--- src/sv/i2cm_pkg.sv ---
// Types, codes and segment sequencing shared by the I2C register access core.
`default_nettype none

package i2cm_pkg;

  // Request codes carried in the slave-side tuser
  localparam logic [1:0] ACT_TICK  = 2'd0;
  localparam logic [1:0] ACT_WRITE = 2'd1;
  localparam logic [1:0] ACT_READ  = 2'd2;

  localparam logic [9:0] SLOT_TICKS_RESET = 10'd4;

  // Bus segment kinds
  typedef enum logic [3:0] {
    KIND_START,
    KIND_WDEV,
    KIND_WREG,
    KIND_WDATA,
    KIND_WDEV1,
    KIND_ACK,
    KIND_RBYTE,
    KIND_MNACK,
    KIND_STOP
  } kind_t;

  // Transaction engine state
  typedef struct packed {
    logic [4:0] phase;
    logic [2:0] bit_index;
    logic [1:0] sub_step;
    logic [9:0] tick_count;
    logic [7:0] shift_reg;
    logic [7:0] saved_device;
    logic [7:0] saved_register;
    logic [7:0] saved_data;
    logic       is_read;
    logic [7:0] last_read;
    logic       nack_flag;
    logic       scl_level;
    logic       sda_level;
    logic       strobe_level;
  } eng_state_t;

  // One result beat
  typedef struct packed {
    logic [7:0] read_data;
    logic       nack_seen;
    logic       done_res;
    logic       busy_res;
    logic       ack_strobe;
    logic       sda_drive;
    logic       scl_drive;
  } eng_result_t;

  // Segment kind for a phase of a write or read transaction
  function automatic kind_t seg_kind(input logic is_read, input logic [4:0] phase);
    kind_t k;
    k = KIND_STOP;
    if (is_read) begin
      unique case (phase)
        5'd1:    k = KIND_START;
        5'd2:    k = KIND_WDEV;
        5'd3:    k = KIND_ACK;
        5'd4:    k = KIND_WREG;
        5'd5:    k = KIND_ACK;
        5'd6:    k = KIND_START;
        5'd7:    k = KIND_WDEV1;
        5'd8:    k = KIND_ACK;
        5'd9:    k = KIND_RBYTE;
        5'd10:   k = KIND_MNACK;
        default: k = KIND_STOP;
      endcase
    end else begin
      unique case (phase)
        5'd1:    k = KIND_START;
        5'd2:    k = KIND_WDEV;
        5'd3:    k = KIND_ACK;
        5'd4:    k = KIND_WREG;
        5'd5:    k = KIND_ACK;
        5'd6:    k = KIND_WDATA;
        5'd7:    k = KIND_ACK;
        default: k = KIND_STOP;
      endcase
    end
    return k;
  endfunction

  function automatic logic is_wbyte(input kind_t k);
    return (k == KIND_WDEV) || (k == KIND_WREG) || (k == KIND_WDATA) || (k == KIND_WDEV1);
  endfunction

endpackage

`default_nettype wire

--- src/sv/i2c_master_register_access_core.sv ---
// I2C master single-byte register access core: stream handshake and configuration.
//
// Each slave-side beat is one timing tick of the bus engine. s_tuser carries the
// request (0 tick only, 1 start write, 2 start read); a request is honored only on
// a tick where no transaction is running. s_tdata carries the addresses, the write
// byte and the sampled data line. Every accepted beat produces exactly one
// master-side beat with the pin levels and status after that tick.
// The result is registered and shows on m_tdata the cycle after the tick is
// accepted. One tick is accepted per cycle; the output register is refilled in the
// same cycle it is drained, so throughput is one beat per cycle while m_tready
// stays high. When the receiver stalls, the pending result holds and s_tready
// drops until it is taken.
// cfg_data sets slot_ticks, the ticks held per pin step (0 behaves as 1); write it
// only while the bus is idle. cfg_ready is always high.
// Reset puts the engine idle with both lines released, slot_ticks at 4 and no
// result pending.
`default_nettype none

module i2c_master_register_access_core (
  input  wire         clk,
  input  wire         rst,
  // Tick input
  input  wire         s_tvalid,
  output logic        s_tready,
  input  wire  [31:0] s_tdata,   // device_address, reg_address, write_data, sda_in, zero pad
  input  wire  [1:0]  s_tuser,   // action
  // Result output
  output logic        m_tvalid,
  input  wire         m_tready,
  output logic [15:0] m_tdata,   // scl_drive, sda_drive, ack_strobe, busy_res, done_res,
                                 // read_data, nack_seen, zero pad
  // Configuration write
  input  wire         cfg_valid,
  output logic        cfg_ready,
  input  wire  [9:0]  cfg_data
);

  logic                  accept;
  logic [9:0]            slot_ticks;
  i2cm_pkg::eng_result_t result;

  assign cfg_ready = 1'b1;
  assign s_tready  = !m_tvalid || m_tready;
  assign accept    = s_tvalid && s_tready;

  // Hold the slot length register
  always_ff @(posedge clk) begin
    if (rst) begin
      slot_ticks <= i2cm_pkg::SLOT_TICKS_RESET;
    end else if (cfg_valid && cfg_ready) begin
      slot_ticks <= cfg_data;
    end
  end

  i2cm_engine u_engine (
    .clk            (clk),
    .rst            (rst),
    .step           (accept),
    .action         (s_tuser),
    .device_address (s_tdata[7:0]),
    .reg_address    (s_tdata[15:8]),
    .write_data     (s_tdata[23:16]),
    .sda_in         (s_tdata[24]),
    .slot_ticks     (slot_ticks),
    .result         (result)
  );

  // Track the output beat
  always_ff @(posedge clk) begin
    if (rst) begin
      m_tvalid <= 1'b0;
    end else if (accept) begin
      m_tvalid <= 1'b1;
    end else if (m_tready) begin
      m_tvalid <= 1'b0;
    end
  end

  // Load the result register on each accepted tick
  always_ff @(posedge clk) begin
    if (accept) begin
      m_tdata <= {2'b00, result.nack_seen, result.read_data, result.done_res,
                  result.busy_res, result.ack_strobe, result.sda_drive, result.scl_drive};
    end
  end

endmodule

`default_nettype wire

--- src/sv/i2cm_engine.sv ---
// Transaction state register and the per-tick next-state logic of the I2C engine.
`default_nettype none

module i2cm_engine (
  input  wire                  clk,
  input  wire                  rst,
  input  wire                  step,
  input  wire  [1:0]           action,
  input  wire  [7:0]           device_address,
  input  wire  [7:0]           reg_address,
  input  wire  [7:0]           write_data,
  input  wire                  sda_in,
  input  wire  [9:0]           slot_ticks,
  output i2cm_pkg::eng_result_t result
);

  i2cm_pkg::eng_state_t state;
  i2cm_pkg::eng_state_t state_next;
  logic                 done_next;

  // Work out one tick: request load, pin step, slot end, segment entry
  always_comb begin
    i2cm_pkg::kind_t k;
    i2cm_pkg::kind_t k_new;
    logic [9:0]      lim;
    logic [9:0]      tick_inc;
    logic [1:0]      last;
    logic            advance;

    state_next = state;
    done_next  = 1'b0;
    advance    = 1'b0;
    k_new      = i2cm_pkg::KIND_STOP;

    if (state.phase == 5'd0 &&
        (action == i2cm_pkg::ACT_WRITE || action == i2cm_pkg::ACT_READ)) begin
      state_next.saved_device   = device_address;
      state_next.saved_register = reg_address;
      state_next.saved_data     = write_data;
      state_next.is_read        = (action == i2cm_pkg::ACT_READ);
      state_next.nack_flag      = 1'b0;
      state_next.phase          = 5'd1;
      state_next.tick_count     = 10'd0;
      state_next.sub_step       = 2'd0;
      state_next.bit_index      = 3'd0;
    end

    k        = i2cm_pkg::seg_kind(state_next.is_read, state_next.phase);
    lim      = (slot_ticks == 10'd0) ? 10'd1 : slot_ticks;
    tick_inc = state_next.tick_count + 10'd1;

    if (k == i2cm_pkg::KIND_START)      last = 2'd3;
    else if (k == i2cm_pkg::KIND_RBYTE) last = 2'd1;
    else                                last = 2'd2;

    if (state_next.phase != 5'd0) begin
      // Apply the pin change on the first tick of a slot
      if (state_next.tick_count == 10'd0) begin
        state_next.strobe_level = 1'b1;
        if (k == i2cm_pkg::KIND_START) begin
          unique case (state_next.sub_step)
            2'd0:    state_next.sda_level = 1'b1;
            2'd1:    state_next.scl_level = 1'b1;
            2'd2:    state_next.sda_level = 1'b0;
            default: state_next.scl_level = 1'b0;
          endcase
        end else if (i2cm_pkg::is_wbyte(k)) begin
          if (state_next.sub_step == 2'd0)      state_next.sda_level = state_next.shift_reg[7];
          else if (state_next.sub_step == 2'd1) state_next.scl_level = 1'b1;
          else                                  state_next.scl_level = 1'b0;
        end else if (k == i2cm_pkg::KIND_ACK || k == i2cm_pkg::KIND_MNACK) begin
          if (k == i2cm_pkg::KIND_ACK && !state_next.is_read) state_next.strobe_level = 1'b0;
          if (state_next.sub_step == 2'd0)      state_next.sda_level = 1'b1;
          else if (state_next.sub_step == 2'd1) state_next.scl_level = 1'b1;
          else                                  state_next.scl_level = 1'b0;
        end else if (k == i2cm_pkg::KIND_RBYTE) begin
          state_next.scl_level = (state_next.sub_step == 2'd0);
        end else begin
          if (state_next.sub_step == 2'd0)      state_next.sda_level = 1'b0;
          else if (state_next.sub_step == 2'd1) state_next.scl_level = 1'b1;
          else                                  state_next.sda_level = 1'b1;
        end
      end

      // Count ticks and close the slot, sampling on its last tick
      if (tick_inc >= lim) begin
        state_next.tick_count = 10'd0;
        if (k == i2cm_pkg::KIND_ACK && state_next.sub_step == 2'd1 && sda_in) begin
          state_next.nack_flag = 1'b1;
        end
        if (k == i2cm_pkg::KIND_RBYTE && state_next.sub_step == 2'd0) begin
          state_next.shift_reg = {state_next.shift_reg[6:0], sda_in};
        end
        if (state_next.sub_step < last) begin
          state_next.sub_step = state_next.sub_step + 2'd1;
        end else begin
          state_next.sub_step = 2'd0;
          advance = 1'b1;
          if (i2cm_pkg::is_wbyte(k) || k == i2cm_pkg::KIND_RBYTE) begin
            if (i2cm_pkg::is_wbyte(k)) state_next.shift_reg = {state_next.shift_reg[6:0], 1'b0};
            if (state_next.bit_index < 3'd7) begin
              state_next.bit_index = state_next.bit_index + 3'd1;
              advance = 1'b0;
            end else begin
              state_next.bit_index = 3'd0;
              if (k == i2cm_pkg::KIND_RBYTE) state_next.last_read = state_next.shift_reg;
            end
          end
        end

        // Move to the next segment, or finish after stop
        if (advance) begin
          if (k == i2cm_pkg::KIND_STOP) begin
            state_next.phase = 5'd0;
            done_next        = 1'b1;
          end else begin
            state_next.phase     = state_next.phase + 5'd1;
            k_new                = i2cm_pkg::seg_kind(state_next.is_read, state_next.phase);
            state_next.sub_step  = 2'd0;
            state_next.bit_index = 3'd0;
            unique case (k_new)
              i2cm_pkg::KIND_WDEV:  state_next.shift_reg = state_next.saved_device;
              i2cm_pkg::KIND_WREG:  state_next.shift_reg = state_next.saved_register;
              i2cm_pkg::KIND_WDATA: state_next.shift_reg = state_next.saved_data;
              i2cm_pkg::KIND_WDEV1: state_next.shift_reg = state_next.saved_device + 8'd1;
              i2cm_pkg::KIND_RBYTE: state_next.shift_reg = 8'd0;
              default:              state_next.shift_reg = state_next.shift_reg;
            endcase
          end
        end
      end else begin
        state_next.tick_count = tick_inc;
      end
    end else begin
      state_next.strobe_level = 1'b1;
    end
  end

  // Hold state between beats, advance on each accepted tick
  always_ff @(posedge clk) begin
    if (rst) begin
      state <= i2cm_pkg::eng_state_t'{scl_level: 1'b1, sda_level: 1'b1, strobe_level: 1'b1,
                                      default: '0};
    end else if (step) begin
      state <= state_next;
    end
  end

  // Result of this tick, taken from the updated state
  assign result.scl_drive  = state_next.scl_level;
  assign result.sda_drive  = state_next.sda_level;
  assign result.ack_strobe = state_next.strobe_level;
  assign result.busy_res   = (state_next.phase != 5'd0);
  assign result.done_res   = done_next;
  assign result.read_data  = state_next.last_read;
  assign result.nack_seen  = state_next.nack_flag;

endmodule

`default_nettype wire
--- config.mk ---
export PLATFORM = sky130hd
export DESIGN_NAME = i2c_master_register_access_core
export DESIGN_NICKNAME = d
export VERILOG_FILES = /design/src/sv/i2cm_pkg.sv /design/src/sv/i2c_master_register_access_core.sv /design/src/sv/i2cm_engine.sv
export SDC_FILE = /design/constraint.sdc
export NUM_CORES = 1
export LEC_CHECK = 0
export ABC_CLOCK_PERIOD_IN_PS = 5500
export BUFFER_PORTS_ARGS = -buffer_cell sky130_fd_sc_hd__buf_2
export CAP_MARGIN = 30
export CORE_UTILIZATION = 55
export CTS_CLUSTER_DIAMETER = 120
export DETAILED_ROUTE_END_ITERATION = 10
export PLACE_DENSITY = 0.76
export SYNTH_ARGS = -nofsm -noshare
export SYNTH_HDL_FRONTEND = slang
export SYNTH_HIERARCHICAL = 1
export SYNTH_SLANG_ARGS = --single-unit
--- constraint.sdc ---
create_clock -name clk -period 5.5 [get_ports clk]
set_input_delay 0 -clock clk [delete_from_list [all_inputs] [get_ports clk]]
set_output_delay 0 -clock clk [all_outputs]
set_load 0.02 [all_outputs]
==> metrics.md <==
| Metric | Value |
|---|---|
| Status | `finished clean` |
| Kind of critical path | `reg2reg` |
| Sequential cell area fraction in the yosys report | `0.318` |
| Inserted Clock Buffers | `9` |
| DRC | `0` |
| # H-tree levels | `3` |
| Global-route wire length before repair | `approximately 25 mm` |
| Number of setup buffers added after CTS | `0` |
| Maximum number of pins on one net before global-route repair | `70` |
| Worst path arrival time | `between 4 and 5 ns` |
| Clock skew | `0.00916 ns` |
| Area leader, netlist | `sky130_fd_sc_hd__dfxtp_1` |
| Area growth, synth to finish | `10.7%` |
| Hold/Removal Path Class | `in2reg` |
| Critical Path Fanout Max | `17` |
| Placer's final routability congestion estimate | `between 0.8 and 0.9` |
| Number of nets still failing antenna checks after routing | `0` |
| Most used standard cells in the synthesized netlist | `130 x sky130_fd_sc_hd__nand2_1, 76 x sky130_fd_sc_hd__dfxtp_1, 59 x sky130_fd_sc_hd__nor2_1` |
| TritonCTS clock tree | `yes` |
| Die Area | `11500 µm²` |
| Count of unique library cells instantiated by Yosys | `around 100` |
| Clock root buffer | `sky130_fd_sc_hd__clkbuf_8` |
| Height of the die | `107 µm` |
| Total vias in the final route | `between 5000 and 6000` |
| Crit path required time | `roughly 5.8 ns` |
| Total negative slack for setup checks | `0 ns` |
| Vias in the first global route | `5267` |
| Top-level port count | `68` |
| Area of placed instances | `6250 µm²` |
| Die span in x | `approximately 110 µm` |
| Share of synthesized flip-flops with an asynchronous set or reset | `0` |
| Number of diodes added for antenna fixing | `0` |
| Number of warnings reported in the yosys synthesis log | `6` |
| Worst ir drop on vdd | `0.178 mV` |
| Number of cells produced by synthesis | `around 750` |
| Fraction of layout cells with a size suffix above 1 | `0.166` |
| Register bit count reported by yosys | `90` |
| Critical Path Source Type | `flop` |
| Worst Setup Slack post-DPL | `0.910 ns` |
| Total setup violations reported at the end of the flow | `0` |
| Total of cells resized after clock tree synthesis | `0` |
| Pins over their slew limit | `0` |
| Later-pin clock latency in the skew report | `about 0.37 ns` |
| Initial core utilization | `0.563` |
| Worst slew pin tran | `between 1 and 1.5 ns` |
| Shortest period the worst path allows | `~4.6 ns` |
| Global-route total usage across every layer | `0.273` |
| Total wire length | `roughly 15 mm` |
| Post-synthesis cell area | `slightly above 6000 µm²` |
| Max-slew headroom at the worst pin | `0.292` |
| Crit-path max cell delay | `around 0.65 ns` |
| Post-route standard cell area excluding fillers | `6760 µm²` |
| Max-cap violations | `0` |
| Num rows | `38` |
| Critical-path top delay cell | `sky130_fd_sc_hd__nor4_4` |
| Average cell area after synthesis | `a little over 8 µm²` |
| Crit end category | `flop` |
| Maximum achievable frequency | `215 MHz` |
| Number of sinks driven by the clock tree | `90` |
| Post-synth top area share | `0.249` |
| Area of the core | `between 10000 and 15000 µm²` |
| Sum of overflow across all layers after global routing | `0` |
| Clk slew on worst S/H paths | `about 0.090 ns` |
| Period utilization | `0.845` |
| Number of cells in the finished layout apart from fillers | `940` |
| Routed len/inst | `roughly 16 µm` |
| Number of input and output port buffers inserted | `57` |
| First-iteration detailed-routing DRC count | `about 350` |
| Power density over the cells | `approximately 220 nW/µm²` |
| Static power due to leakage | `between 2 and 3 nW` |
| Placed Instances | `a little under 900` |
| Count of final hold-check violations | `0` |
| Final cell utilization of the core | `0.624` |
| Layout fillers | `940` |
| Length of the first detailed-routing pass in iterations | `5` |
| Vias/cell | `6.01` |
| Longest Clk Path Bufs | `2` |
| Crit-path cells | `nor4_4 -> nand2_2 -> nand2_1 -> inv_1 -> ha_1 -> nand3_1 -> xor2_1 -> nor2_1 -> ha_1 -> a21oi_1 -> o21ai_0 -> a41oi_1 -> o21a_1 -> buf_4 -> nor2_2 -> nand2_1 -> o31ai_2 -> a221o_1` |
| Final critical-path setup slack | `0.851 ns` |
| Initial antenna violation count | `0` |
| Unrepaired setup endpoints after global routing | `false` |
| Top-count cell post-synth | `sky130_fd_sc_hd__nand2_1` |
| Number of nets in the finished design | `roughly 860` |
| Number of synthesized flops with an enable pin | `14` |
| Post-detail-place hpwl | `~10 mm` |
| Most frequently used flop master after synthesis | `sky130_fd_sc_hd__dfxtp_1` |
| Synth top area cells | `sky130_fd_sc_hd__dfxtp_1 25%, sky130_fd_sc_hd__nand2_1 8.0%, sky130_fd_sc_hd__edfxtp_1 6.9%` |
[placed cells by master (no fill, tap or decap), drive strengths merged, types with 4 or more instances in the layout]
| master | instances |
|---|---|
| or4 | 6 |
| xnor2 | 7 |
| dlygate4sd3 | 30 |
| clkbuf | 11 |
| a211oi | 13 |
| nor4 | 5 |
| a21oi | 60 |
| a211o | 4 |
| nand3 | 31 |
| ha | 20 |
| and2 | 11 |
| inv | 30 |
| nand2b | 4 |
| o21ai | 27 |
| a32oi | 4 |
| buf | 64 |
| mux2i | 35 |
| nor3 | 21 |
| a22oi | 4 |
| a221o | 7 |
| a221oi | 6 |
| o211a | 4 |
| a2111oi | 5 |
| xor2 | 9 |
| nand2 | 131 |
| and3 | 9 |
| nor2 | 62 |
| edfxtp | 14 |
| dfxtp | 76 |
| o21a | 5 |
| o211ai | 5 |
| nor2b | 8 |
| or2 | 12 |
[metrics by stage]
step / hold slack, ns / power [mW]
after global placement: 0.210 / 0.970
after detailed placement: 0.216 / 0.978
after CTS: 0.0365 / 1.48
final: 0.0547 / 1.47
after global routing: 0.0570 / 1.54
after floorplan: 0.0986 / 0.916
[registers in the layout, indices dropped and copies added (netlist names)]
name            flops
m_tdata            14
slot_ticks         10
m_tvalid            1
u_engine/state     65
[power by group]
group | switching [mW] | total [mW] | internal, mW
Clock | 0.250 | 0.489 | 0.239
Sequential | 0.0186 | 0.713 | 0.694
Combinational | 0.170 | 0.272 | 0.102
[logic make-up (layout without fill, tap and decap cells)]
kind of cell,after synthesis,count (layout),synth area share
and+or+nand+nor,312,312,0.250
AOI/OAI and AO/OA,183,183,0.226
DFF,90,90,0.318
buffers and inverters,88,139,0.0797
muxes,37,37,0.0611
adders and majority gates,20,20,0.0410
xor gates and xnor gates,16,16,0.0229
other,2,3,0.00123
[final timing paths]
path                      start            endpoint  slack (ns)  cells past startpoint
max          u_engine/state[64]  u_engine/state[40]        0.85                     18
min                  s_tdata[0]  u_engine/state[29]        0.05                      3
max reg2reg  u_engine/state[64]  u_engine/state[40]        0.85                     18
min reg2reg   u_engine/state[7]   u_engine/state[7]        0.46                      2
[critical path: cells and delay by family, from the launching register on]
family / cells / cell delay, ns
xor gates and xnor gates: 1 / 0.15
and+or+nand+nor: 7 / 1.82
AOI/OAI and AO/OA: 6 / 1.20
DFF: 1 / 0.53
buffers and inverters: 2 / 0.32
adders and majority gates: 2 / 0.57
[timing repair]
item,in CTS,in global routing
setup endpoints to repair,0,0
hold buffers,30,0
hold endpoints to repair,29,0
[area by class of cell]
| class | count | area [µm²] | area share |
|---|---|---|---|
| clock inverter | 5 | 58.8 | 0.00870 |
| tap | 140 | 175 | 0.0259 |
| inverter | 29 | 109 | 0.0161 |
| timing repair buffer | 94 | 638 | 0.0944 |
| multi-input combinational | 571 | 3680 | 0.545 |
| sequential | 90 | 1940 | 0.287 |
| clock buffer | 11 | 153 | 0.0226 |
[per-layer routing]
layer	GRT usage	share of wire	up-vias
met2	0.459	0.49	181
met1	0.348	0.44	2684
li1	-	-	2759
met5	0	0	-
met3	0.0563	0.054	27
met4	0.0871	0.019	0
Note: power is estimated with default switching activity, not from simulation.
